==> config.mk <==
export PLATFORM = sky130hd
export DESIGN_NAME = qalu_queue
export DESIGN_NICKNAME = d
export VERILOG_FILES = /design/src/qalu_pkg.sv /design/src/qalu_queue.sv
export SDC_FILE = /design/constraint.sdc
export NUM_CORES = 1
export LEC_CHECK = 0
export BUFFER_PORTS_ARGS = -buffer_cell sky130_fd_sc_hd__buf_2
export CORE_ASPECT_RATIO = 0.75
export CORE_MARGIN = 3
export CORE_UTILIZATION = 33
export DETAILED_ROUTE_END_ITERATION = 6
export GPL_ROUTABILITY_DRIVEN = 0
export HOLD_SLACK_MARGIN = 0.06
export MAX_ROUTING_LAYER = met4
export PLACE_DENSITY = 0.63
export SKIP_CTS_REPAIR_TIMING = 1
export SYNTH_ARGS = -nofsm -noshare
export SYNTH_HDL_FRONTEND = slang
export SYNTH_SLANG_ARGS = --single-unit
==> constraint.sdc <==
create_clock -name clk -period 3.7 [get_ports clk]
set_clock_uncertainty 0.2 [all_clocks]
set_input_delay 0.37 -clock clk [delete_from_list [all_inputs] [get_ports clk]]
set_output_delay 0.37 -clock clk [all_outputs]
set_load 0.02 [all_outputs]
==> src/qalu_pkg.sv <==
package qalu_pkg;

    localparam int FRAC_BITS = 8;
    localparam int MAG_W     = 16 + FRAC_BITS;
    localparam int REM_W     = 17;
    localparam int NST       = MAG_W + 1;

    localparam logic [2:0] CMD_ADD16 = 3'd0;
    localparam logic [2:0] CMD_SUB16 = 3'd1;
    localparam logic [2:0] CMD_MUL16 = 3'd2;
    localparam logic [2:0] CMD_MUL32 = 3'd3;
    localparam logic [2:0] CMD_DIV16 = 3'd4;

    typedef struct packed {
        logic [2:0]         command;
        logic signed [31:0] operand_a;
        logic signed [31:0] operand_b;
        logic               dz;
    } req_t;

    typedef struct packed {
        logic [2:0]       command;
        logic [31:0]      res;
        logic             ovf;
        logic             dz;
        logic [63:0]      prod;
        logic             neg;
        logic [MAG_W-1:0] num;
        logic [REM_W-1:0] rem;
        logic [REM_W-1:0] dvs;
        logic             qneg;
    } stage_t;

endpackage

==> src/qalu_queue.sv <==
module qalu_queue
    import qalu_pkg::*;
(
    input  logic clk,
    input  logic rst_n,
    input  logic wr_valid,
    output logic wr_ready,
    input  req_t wr_item,
    output logic rd_valid,
    input  logic rd_ready,
    output req_t rd_item
);

    req_t       mem_reg [0:1];
    logic       wr_ptr_reg;
    logic       rd_ptr_reg;
    logic [1:0] count_reg;
    logic [1:0] count_next;
    logic       push;
    logic       pop;

    assign wr_ready = (count_reg != 2'd2);
    assign rd_valid = (count_reg != 2'd0);
    assign rd_item  = mem_reg[rd_ptr_reg];
    assign push     = wr_valid && wr_ready;
    assign pop      = rd_valid && rd_ready;

    always_comb
    begin
        count_next = count_reg;
        if (push && !pop)
        begin
            count_next = count_reg + 2'd1;
        end
        else if (pop && !push)
        begin
            count_next = count_reg - 2'd1;
        end
    end

    always_ff @(posedge clk or negedge rst_n)
    begin
        if (!rst_n)
        begin
            wr_ptr_reg <= 1'b0;
            rd_ptr_reg <= 1'b0;
            count_reg  <= 2'd0;
        end
        else
        begin
            count_reg <= count_next;
            if (push)
            begin
                wr_ptr_reg <= !wr_ptr_reg;
            end
            if (pop)
            begin
                rd_ptr_reg <= !rd_ptr_reg;
            end
        end
    end

    always_ff @(posedge clk)
    begin
        if (push)
        begin
            mem_reg[wr_ptr_reg] <= wr_item;
        end
    end

endmodule

==> reports/qor.csv <==
metric,value,unit
maximum level of the CTS H-tree,4,
site row count,38,
unrepaired setup endpoints after global routing,no,
dpl hpwl,5760,um
count of max-cap constraint violations,0,
# IOs,142,
maximum vdd drop,799,uV
slowest cell on the critical path,dfrtp_4,
path type of the worst min-delay path,input pin to flip-flop,
number of port buffers,141,
leading post-synthesis cells by instance count,"edfxtp_1 (136), mux2_2 (58), mux2_4 (10), buf_2 (5), dfrtp_1 (4)",
cell at the root of the clock tree,clkbuf_16,
global-route wire length before repair,14300,um
TritonCTS buffer count,17,
clock sink count,140,
number of flip-flops in the largest register,136,
full die area,17100,sq um
Post-Route Hold Slack,0.0672,ns
number of global-route vias before repair,2854,
Synth Warn #,0,
total grt overflow,0,
total negative slack,0,ns
"FF+latch count, synth",140,
insertion delay to the later sink of the worst-skew pair,0.40,ns
DR vias/cell,4.27,
relative slew slack,0.289,
maximum number of pins on one net before global-route repair,70,
"Area growth, synth to finish",42.6,%
Unique masters post-synth,16,
DRC violation count after routing,0,
"count leader, synth",edfxtp_1,
Critical path buffers and inverters,1,
leading area contributor after synthesis,edfxtp_1,
vertical extent of the die,114,um
series of cell instances along the critical path,"mux2_2, buf_2",
clock tree from TritonCTS,yes,
number of buffers on the longest clock path,2,
share of cells above drive strength 1,0.518,
overall global routing resource usage,0.116,
Post-DRT Antenna Nets,0,
antenna violations before repair,0,
number of hold-slack violations in the final timing report,0,
Sequential cell area,4190,sq um
sequential element share of the synthesized area,0.813,
total via count after detailed routing,2840,
setup-violating endpoint count in the final report,0,
total power divided by cell area,784,nW/um^2
drt initial violations,103,
Die X-Extent,150,um
Post-synth ARST share,0.0286,
antenna diode count,0,
cell family with the largest share of critical-path delay,flip-flops,
leading register cell type out of synthesis,edfxtp_1,
final wirelength,9940,um
Syn Inst Count,230,
footprint of the multi-input gates,906,sq um
critical path endpoint category,output pin,
highest clock rate,361,MHz
"Data required, critical path",3.13,ns
Final Critical Period,2.77,ns
clock transition at the registers of the reported paths,0.05,ns
Initial Util,0.347,
critical path data arrival time,2.20,ns
share of the cycle needed by the critical path after routing,0.750,
run status,completed,
"Cell Area, Placed",6060,sq um
number of flops mapped to enable cells by yosys,136,
netlist area before placement,5140,sq um
biggest cell delay along the critical path,1.07,ns
synth top area cells,"edfxtp_1 (79%), mux2_2 (13%), mux2_4 (2.9%), dfrtp_1 (1.9%), xnor2_1 (0.51%)",
post-layout power,5.75,mW
Worst Setup Path Type,flip-flop to output pin,
core area,14800,sq um
count of filler cells inserted in the layout,1270,
final max-slew violation count,0,
1st-pass router iterations,4,
leakage power,2.79,nW
nature of the critical path startpoint,flip-flop,
average cell area after synthesis,22.4,sq um
nets in the synthesized netlist,303,
routed len/inst,14.9,um
area share of the largest cell type after synthesis,0.794,
Final Net Count,525,
post-route design area,7330,sq um
slew of the pin with the lowest slew margin,1.07,ns
largest driver fanout on the critical path,69,
metrics by stage:
stage               worst slack [ns]  instances  utilization
finish                         0.926        665        0.494
global route                   0.849        665        0.494
CTS                            0.938        596        0.448
detailed placement              1.39        564        0.409
global placement                1.40        564        0.409
floorplan                      0.502        230            -
power by group:
| group | internal (mW) | leakage [nW] | switching, mW |
|---|---|---|---|
| registers | 2.18 | 1.31 | 0.249 |
| clock network | 1.05 | 0.280 | 0.600 |
| logic | 0.739 | 1.21 | 0.935 |
worst paths after layout:
path / slack (ns) / end / from / cells after the start
setup / recovery: 0.93 / rd_item[63] / rd_ptr_reg$_DFFE_PN0P_ / 2
max in group asynchronous: 3.06 / rd_ptr_reg$_DFFE_PN0P_ / rst_n / 2
hold reg to reg: 0.31 / count_reg[1]$_DFFE_PN0P_ / count_reg[1]$_DFFE_PN0P_ / 1
min in group asynchronous: 0.10 / wr_ptr_reg$_DFFE_PN0P_ / rst_n / 2
hold / removal: 0.07 / rd_ptr_reg$_DFFE_PN0P_ / rd_ready / 3
setup reg to reg: 1.49 / mem_reg[0][13]$_DFFE_PP_ / count_reg[0]$_DFFE_PN0P_ / 4
routing by layer:
layer,global-route usage,up-vias,routed length (um)
li1,-,1355,-
met1,0.139,1378,4540
met2,0.177,94,4720
met3,0.0463,13,554
met4,0.0475,0,125
met5,-,-,0
cells by family (layout without fill, tap and decap cells):
logic type / count (synthesis) / after routing / share of synthesized area
adder cells (fa/ha/maj): 1 / 1 / 0.00243
XOR/XNOR: 5 / 5 / 0.00852
flip-flops: 140 / 140 / 0.813
buffers and inverters: 9 / 244 / 0.0129
multiplexers: 68 / 68 / 0.156
AND/OR/NAND/NOR: 7 / 7 / 0.00657
worst min-delay path, cell delays in order:
cell     delay, ns
buf_2         0.10
nand2_1       0.09
xnor2_1       0.07
layout by cell type, fill, tap and decap left out:
| master | count |
|---|---|
| and3_4 | 1 |
| buf_2 | 141 |
| buf_4 | 1 |
| bufinv_16 | 3 |
| clkbuf_1 | 2 |
| clkbuf_16 | 17 |
| clkinv_1 | 3 |
| clkinv_2 | 3 |
| clkinv_4 | 1 |
| clkinvlp_4 | 2 |
| dfrtp_1 | 3 |
| dfrtp_4 | 1 |
| dlygate4sd3_1 | 69 |
| edfxtp_1 | 136 |
| ha_1 | 1 |
| inv_1 | 1 |
| inv_6 | 1 |
| mux2_2 | 58 |
| mux2_4 | 10 |
| nand2_1 | 2 |
| nand2b_1 | 1 |
| nor2_1 | 1 |
| nor2_4 | 1 |
| or2_2 | 1 |
| xnor2_1 | 3 |
| xor2_1 | 2 |
layout make-up:
type / instances / area share
flip-flops and latches: 140 / 0.571
repair buffers: 211 / 0.191
multi-input cells: 81 / 0.124
clock buffers: 19 / 0.0590
well taps: 200 / 0.0341
clock inverters: 13 / 0.0203
inverters: 1 / 0.000512
No activity file was read; power rests on OpenSTA's default activity.
