### src/qalu_pkg.sv
package qalu_pkg;

    localparam int FRAC_BITS = 8;
    localparam int MAG_W     = 16 + FRAC_BITS;
    localparam int REM_W     = 17;
    localparam int NST       = MAG_W + 1;

    localparam logic [2:0] CMD_ADD16 = 3'd0;
    localparam logic [2:0] CMD_SUB16 = 3'd1;
    localparam logic [2:0] CMD_MUL16 = 3'd2;
    localparam logic [2:0] CMD_MUL32 = 3'd3;
    localparam logic [2:0] CMD_DIV16 = 3'd4;

    typedef struct packed {
        logic [2:0]         command;
        logic signed [31:0] operand_a;
        logic signed [31:0] operand_b;
        logic               dz;
    } req_t;

    typedef struct packed {
        logic [2:0]       command;
        logic [31:0]      res;
        logic             ovf;
        logic             dz;
        logic [63:0]      prod;
        logic             neg;
        logic [MAG_W-1:0] num;
        logic [REM_W-1:0] rem;
        logic [REM_W-1:0] dvs;
        logic             qneg;
    } stage_t;

endpackage

### src/qalu_if.sv
interface qalu_req_if;
    logic               valid;
    logic               ready;
    logic [2:0]         command;
    logic signed [31:0] operand_a;
    logic signed [31:0] operand_b;

    modport source (output valid, output command, output operand_a, output operand_b,
                    input ready);
    modport sink (input valid, input command, input operand_a, input operand_b,
                  output ready);
endinterface


### src/qalu_front.sv
module qalu_front
    import qalu_pkg::*;
(
    input  logic        clk,
    input  logic        rst_n,
    qalu_req_if.sink    req,
    output logic        item_valid,
    input  logic        item_ready,
    output req_t        item
);

    logic vld_reg;
    req_t item_reg;
    req_t item_next;

    assign req.ready = !vld_reg || item_ready;

    always_comb
    begin
        item_next.command   = req.command;
        item_next.operand_a = req.operand_a;
        item_next.operand_b = req.operand_b;
        item_next.dz        = (req.command == CMD_DIV16) && (req.operand_b[15:0] == 16'd0);
    end

    always_ff @(posedge clk or negedge rst_n)
    begin
        if (!rst_n)
        begin
            vld_reg <= 1'b0;
        end
        else if (req.ready)
        begin
            vld_reg <= req.valid;
        end
    end

    always_ff @(posedge clk)
    begin
        if (req.ready && req.valid)
        begin
            item_reg <= item_next;
        end
    end

    assign item_valid = vld_reg;
    assign item       = item_reg;

endmodule

### src/flat_wrapper.sv
// flat-port wrapper written by rule: the top's interface ports become plain ports
module qalu_front_flat import qalu_pkg::*;
  (clk, rst_n, item_valid, item_ready, item, req_valid, req_command, req_operand_a, req_operand_b, req_ready);
  qalu_req_if req_i ();
  input  logic clk;
  input  logic rst_n;
  output logic item_valid;
  input  logic item_ready;
  output req_t item;
  input wire logic [$bits(req_i.valid)-1:0] req_valid;
  input wire logic [$bits(req_i.command)-1:0] req_command;
  input wire logic [$bits(req_i.operand_a)-1:0] req_operand_a;
  input wire logic [$bits(req_i.operand_b)-1:0] req_operand_b;
  output wire logic [$bits(req_i.ready)-1:0] req_ready;
  assign req_i.valid = req_valid;
  assign req_i.command = req_command;
  assign req_i.operand_a = req_operand_a;
  assign req_i.operand_b = req_operand_b;
  assign req_ready = req_i.ready;
  qalu_front u_core (.clk(clk), .rst_n(rst_n), .req(req_i), .item_valid(item_valid), .item_ready(item_ready), .item(item));
endmodule
### config.mk
export PLATFORM = sky130hd
export DESIGN_NAME = qalu_front_flat
export DESIGN_NICKNAME = d
export VERILOG_FILES = /design/src/qalu_pkg.sv /design/src/qalu_if.sv /design/src/qalu_front.sv /design/src/flat_wrapper.sv
export SDC_FILE = /design/constraint.sdc
export NUM_CORES = 1
export LEC_CHECK = 0
export ABC_AREA = 1
export BUFFER_PORTS_ARGS = -buffer_cell sky130_fd_sc_hd__buf_2
export CAP_MARGIN = 20
export CORE_UTILIZATION = 30
export DETAILED_ROUTE_END_ITERATION = 6
export HOLD_SLACK_MARGIN = 0.15
export PLACE_DENSITY_LB_ADDON = 0.15
export SYNTH_ARGS = -nofsm -noshare
export SYNTH_HDL_FRONTEND = slang
export SYNTH_SLANG_ARGS = --single-unit
### constraint.sdc
create_clock -name clk -period 5.1 [get_ports clk]
set_input_delay 0.51 -clock clk [delete_from_list [all_inputs] [get_ports clk]]
set_output_delay 0.51 -clock clk [all_outputs]
set_load 0.01 [all_outputs]
==> results of run 1 <==
how the worst max path moves through the flow:
stage	from	end	slack, ns	depth (start not counted)
floorplan	req_valid	u_core.item[0]$_DFFE_PP_	0.73	2
global placement	item_ready	u_core.item[12]$_DFFE_PP_	2.71	4
detailed placement	item_ready	u_core.item[57]$_DFFE_PP_	2.68	4
CTS	u_core.item_valid$_DFFE_PN0P_	u_core.item[8]$_DFFE_PP_	2.91	2
global route	u_core.item_valid$_DFFE_PN0P_	u_core.item[3]$_DFFE_PP_	2.80	2
finish	u_core.item_valid$_DFFE_PN0P_	u_core.item[18]$_DFFE_PP_	2.97	2
cell families after synthesis:
group | count (synthesis) | synth area share
buffers and inverters | 3 | 0.00521
flip-flops | 69 | 0.956
AND/OR/NAND/NOR | 17 | 0.0365
AO/OA/AOI/OAI | 1 | 0.00231
power breakdown:
part	leakage (nW)	switching, W	internal (W)
registers	0.659	0.00000679	0.000660
logic	0.606	0.0000519	0.0000409
clock network	0.0923	0.000201	0.000225
total	1.36	0.000259	0.000926
layout by cell type, fill, tap and decap left out, drive strengths merged, types with 2 or more instances in the layout:
master,Yosys,final
clkinvlp,0,2
inv,3,3
nor2,10,10
buf,0,141
edfxtp,68,68
nand2,5,5
clkinv,0,3
clkbuf,0,10
what timing repair did:
action / in CTS / in global routing
resized for setup: 0 / 0
endpoints found under the hold margin: 1 / 0
hold buffers: 1 / 0
setup buffers: 0 / 0
setup endpoints to repair: 0 / 0
worst max-delay path, delay by kind of cell, from the launching register on:
| kind | cells | cell delay, ns |
|---|---|---|
| DFF | 1 | 0.42 |
| AOI/OAI and AO/OA | 1 | 0.75 |
| buffers and inverters | 1 | 0.57 |
through the flow:
stage | area [sq um] | std cells | total power, W
6_report | 3200 | 344 | 0.00119
5_1_grt | 3200 | 344 | 0.00124
4_1_cts | 3200 | 344 | 0.00121
3_5_place_dp | 3000 | 327 | 0.000775
3_3_place_gp | 3000 | 327 | 0.000773
2_1_floorplan | 2160 | 90 | 0.000715
final cells by class:
cell class	instances	area share
sequential	69	0.645
inverter	3	0.00352
tap	96	0.0375
clock buffer	10	0.0398
multi-input combinational	18	0.0297
clock inverter	6	0.0199
timing repair buffer	142	0.224
routing by layer:
layer | routed length (microns) | global-route usage | up-vias
li1 | - | - | 651
met1 | 1830 | 0.144 | 621
met2 | 2230 | 0.186 | 78
met3 | 388 | 0.0493 | 6
met4 | 80 | 0.0864 | 0
met5 | 0 | 0 | -
==> key figures, run 1 <==
Status
  – Status: complete, no violations

Global route
  – First-pass GRT wire length: 6510 microns
  – GRT Resource Usage Total: 0.124
  – Overflow left after global routing: 0
  – Initial antenna violation count: 0
  – Largest net degree at the start of global routing: 40
  – Vias in the first global route: 1321

Worst setup path
  – CP endpoint kind: flop
  – CP peak stage delay: 0.75 ns
  – CP cell instances: a21oi_4 > buf_4
  – FF-to-FF path depth: 2
  – Critical path data required time: between 5 and 6 ns
  – Worst setup SP type: flop
  – Slowest CP cell: a21oi_4
  – Worst reg2reg setup slack: roughly 3 ns
  – WP data arrival: 2.10 ns
  – R2r endpoint: u_core.item[18]$_DFFE_PP_
  – CP Max Fanout: 39
  – Reg2reg start: u_core.item_valid$_DFFE_PN0P_
  – Worst setup path class: flop to flop

CTS
  – CTS buffer count: 9
  – H-tree depth: 3
  – Clk root buf: clkbuf_8
  – Clock Sinks: 69
  – Later-pin clock latency in the skew report: 0.34 ns
  – Clk pin slew, worst setup/hold paths: roughly 0.08 ns
  – Max Buffers Root-to-Sink: 2
  – CTS tree: done

Synthesis
  – Top cells by count, synth: edfxtp_1, nor2_1, nand2_1
  – Avg Inst Size Synth: 24.0 sq um
  – Flops & latches, synth: 69
  – Register area share after synthesis: 0.956
  – Post-synth EDFFs: 68
  – Primary FF master, synth: edfxtp_1
  – Mapped Area: between 2000 and 2500 sq um
  – Top post-synthesis cells by area: edfxtp_1, nor2_1, dfrtp_1
  – Synth async-reset ratio: 0.0145
  – Synth cell types: 8
  – Post-synth top area cell: edfxtp_1
  – Yosys top cell area share: 0.944
  – Most frequent cell after synthesis: edfxtp_1
  – Yosys warning total: 0
  – Synth Instances: 90
  – Post-Syn Nets: about 160

Timing
  – Fin. Hold Viols: 0
  – Final setup viols: 0
  – Fin. max-slew vios: 0
  – Clock skew: 0.00539 ns
  – Sum Neg Setup Slack: 0 ns
  – RSZ-0062 raised after global routing: no
  – Final Critical Period: 2.13 ns
  – Worst Setup Slack, final: 2.97 ns
  – Worst-Margin Slew: 0.938 ns
  – Hold Slack: 0.343 ns
  – Final Cycle Share: 0.417
  – Fmax: 471 MHz
  – Max-slew headroom: 0.373

Hold path
  – Hold path start: req_operand_a[16]
  – Hold Crit Class: primary input to flop
  – Hold endpoint: u_core.item[49]$_DFFE_PP_
  – Hold Crit Depth: 1

Detailed routing
  – DRC: 0
  – Routed wire per std cell: ~13 microns
  – Initial DRC count: between 50 and 60
  – DR vias/cell: between 3 and 4
  – Vias post-DR: 1356
  – Drt total wl: 4530 microns
  – Routed Antenna Nets: 0
  – Drt pass-1 iters: 4

Finish
  – FILL cells: 631
  – Number of diodes: 0
  – Seq. cell area: 2070 sq um
  – Layout cell share with drive strength beyond 1: 0.637
  – Max reg flops: 68
  – Util after Layout: 0.466
  – Nets: approximately 310
  – P&R area growth vs syn: 48.1%
  – Multi-input logic area: 95.1 sq um

Power
  – VDD IR-drop max: 0.000158 V
  – Static Leakage: 1.36 nW
  – P per Cell Area: 370 nW/um^2

Die
  – Chip height: 86.9 microns
  – IO Pins: 141
  – Total core area: 6870 sq um
  – # rows: 30
  – Die Width: between 80 and 90 microns
  – Die ar.: about 7600 sq um
  – Initial core utilization: 0.315

Placed design
  – Number of I/O port buffers: 140
  – GPL Wtd Cong: 0.660
  – Pre-CTS setup slack: 2.68 ns

Job
  – Max cap viols: 0
Note: power is estimated with default switching activity, not from simulation.
==> run 2: changes to the inputs <==
Clock period 5.1 ns to 2.1 ns, I/O delays scaled along.
==> key figures, run 2 (synthesized netlist as in run 1, its figures left out) <==
Worst setup path
  – R2r endpoint: u_core.item[35]$_DFFE_PP_
  – Reg2reg start: u_core.item_valid$_DFFE_PN0P_
  – Worst reg2reg setup slack: 0.82 ns
  – WP data arrival: 1.37 ns
  – CP endpoint kind: flop
  – FF-to-FF path depth: 2
  – CP startpoint: req_valid
  – Worst setup SP type: primary input
  – CP Max Fanout: around 70
  – CP endpoint: u_core.item[35]$_DFFE_PP_
  – Worst setup path class: primary input to flop
  – Critical path data required time: 2.10 ns

Timing
  – Clock skew: 0.00916 ns
  – Hold Slack: 0.181 ns
  – Sum Neg Setup Slack: 0 ns
  – Worst-Margin Slew: 0.346 ns
  – Fin. max-slew vios: 0
  – Max-slew headroom: 0.770
  – RSZ-0062 raised after global routing: no
  – Final setup viols: 0
  – Final Critical Period: 1.37 ns
  – Fin. Hold Viols: 0
  – Final Cycle Share: 0.653
  – Fmax: 729 MHz

Die
  – Die Width: between 80 and 90 microns
  – IO Pins: 141
  – Initial core utilization: 0.315
  – Total core area: 6870 sq um
  – Chip height: slightly below 90 microns
  – # rows: 30
  – Die ar.: 7550 sq um

Finish
  – Max reg flops: 68
  – Fin cells: 413
  – Commonest cells after routing, fill and taps aside: buf_2, dlygate4sd3_1, edfxtp_1
  – P&R area growth vs syn: 79.1%
  – Multi-input logic area: 95.1 sq um
  – Commonest non-fill, non-tap cell in the layout: buf_2
  – Nets: 383
  – Layout cell share with drive strength beyond 1: 0.489
  – Number of diodes: 0
  – Seq. cell area: a little over 2000 sq um
  – FILL cells: 593
  – Fin area: 3870 sq um

Global route
  – First-pass GRT wire length: 7420 microns
  – Initial antenna violation count: 0
  – Largest net degree at the start of global routing: 69
  – Overflow left after global routing: 0
  – Vias in the first global route: roughly 1.6k
  – GRT Resource Usage Total: 0.138

Detailed routing
  – DR vias/cell: 3.92
  – DRC: 0
  – Drt total wl: 5200 microns
  – Initial DRC count: 61
  – Drt pass-1 iters: 4
  – Routed Antenna Nets: 0
  – Routed wire per std cell: 12.6 microns
  – Vias post-DR: 1619

CTS
  – Clock Sinks: 69
  – H-tree depth: 3
  – CTS buffer count: 9
  – Later-pin clock latency in the skew report: 0.34 ns
  – CTS tree: done
  – Max Buffers Root-to-Sink: 2
  – Clk root buf: clkbuf_8
  – Clk pin slew, worst setup/hold paths: roughly 0.060 ns
  – Post-CTS sizing: 0

Power
  – Switching share of power: 0.219
  – Sw Pwr: 0.000619 W
  – Static Leakage: 1.64 nW
  – Power share of the combinational group: 0.118
  – P per Cell Area: roughly 730 nW/um^2
  – Clock network fraction of design power: 0.309
  – VDD IR-drop max: 0.000479 V
  – Reg power frac: 0.574
  – Power Internal: ~0.0022 W

Placed design
  – Placed cell count: 327
  – GPL Wtd Cong: 0.637
  – Post-DP Area: 3010 sq um
  – Number of I/O port buffers: 140

Hold path
  – Hold Crit Class: primary input to async pin

Status
  – Status: complete, no violations

Job
  – Max cap viols: 0
[run 2: area by class of cell]
cell class	instances	area share
Clock buffer	10	0.0330
Clock inverter	6	0.00775
Inverter	3	0.00291
Multi-Input combinational cell	18	0.0246
Sequential cell	69	0.534
Tap cell	96	0.0310
Timing Repair Buffer	211	0.367
[run 2: repair_timing]
item | CTS | global route
endpoints found under the hold margin | 69 | 0
hold buffers | 70 | 0
setup buffers | 0 | 0
[run 2: stage by stage]
stage | utilization | setup WS, ns | power [W]
floorplan | - | 0.0671 | 0.00173
global placement | 0.439 | 0.829 | 0.00188
detailed placement | 0.439 | 0.824 | 0.00188
CTS | 0.564 | 0.745 | 0.00286
global route | 0.564 | 0.708 | 0.00296
finish | 0.564 | 0.728 | 0.00282
[run 2: worst max-delay path, cell delays in order]
cell	delay, ns
dlygate4sd3_1	0.52
buf_2	0.09
inv_1	0.06
a21oi_4	0.13
buf_12	0.33
[run 2: worst min path at each step]
stage	startpoint	slack (ns)	end	cells after the start
2_1_floorplan	rst_n	-0.09	u_core.item_valid$_DFFE_PN0P_	0
3_3_place_gp	rst_n	-0.01	u_core.item_valid$_DFFE_PN0P_	1
3_5_place_dp	rst_n	-0.01	u_core.item_valid$_DFFE_PN0P_	1
4_1_cts	rst_n	0.16	u_core.item_valid$_DFFE_PN0P_	2
5_1_grt	rst_n	0.15	u_core.item_valid$_DFFE_PN0P_	2
6_report	rst_n	0.18	u_core.item_valid$_DFFE_PN0P_	2
[run 2: power by group through the flow]
stage / logic [W] / clock network (W) / registers [W]
finish: 0.000332 / 0.000871 / 0.00162
global route: 0.000359 / 0.000978 / 0.00163
CTS: 0.000333 / 0.000909 / 0.00162
detailed placement: 0.000231 / 0 / 0.00165
global placement: 0.000231 / 0 / 0.00165
floorplan: 0.0000347 / 0 / 0.00170
[run 2: metal layers]
layer,global-route usage,routed length (microns)
met5,0,0
met4,0.0803,106
met3,0.0559,447
met2,0.253,2820
met1,0.128,1830
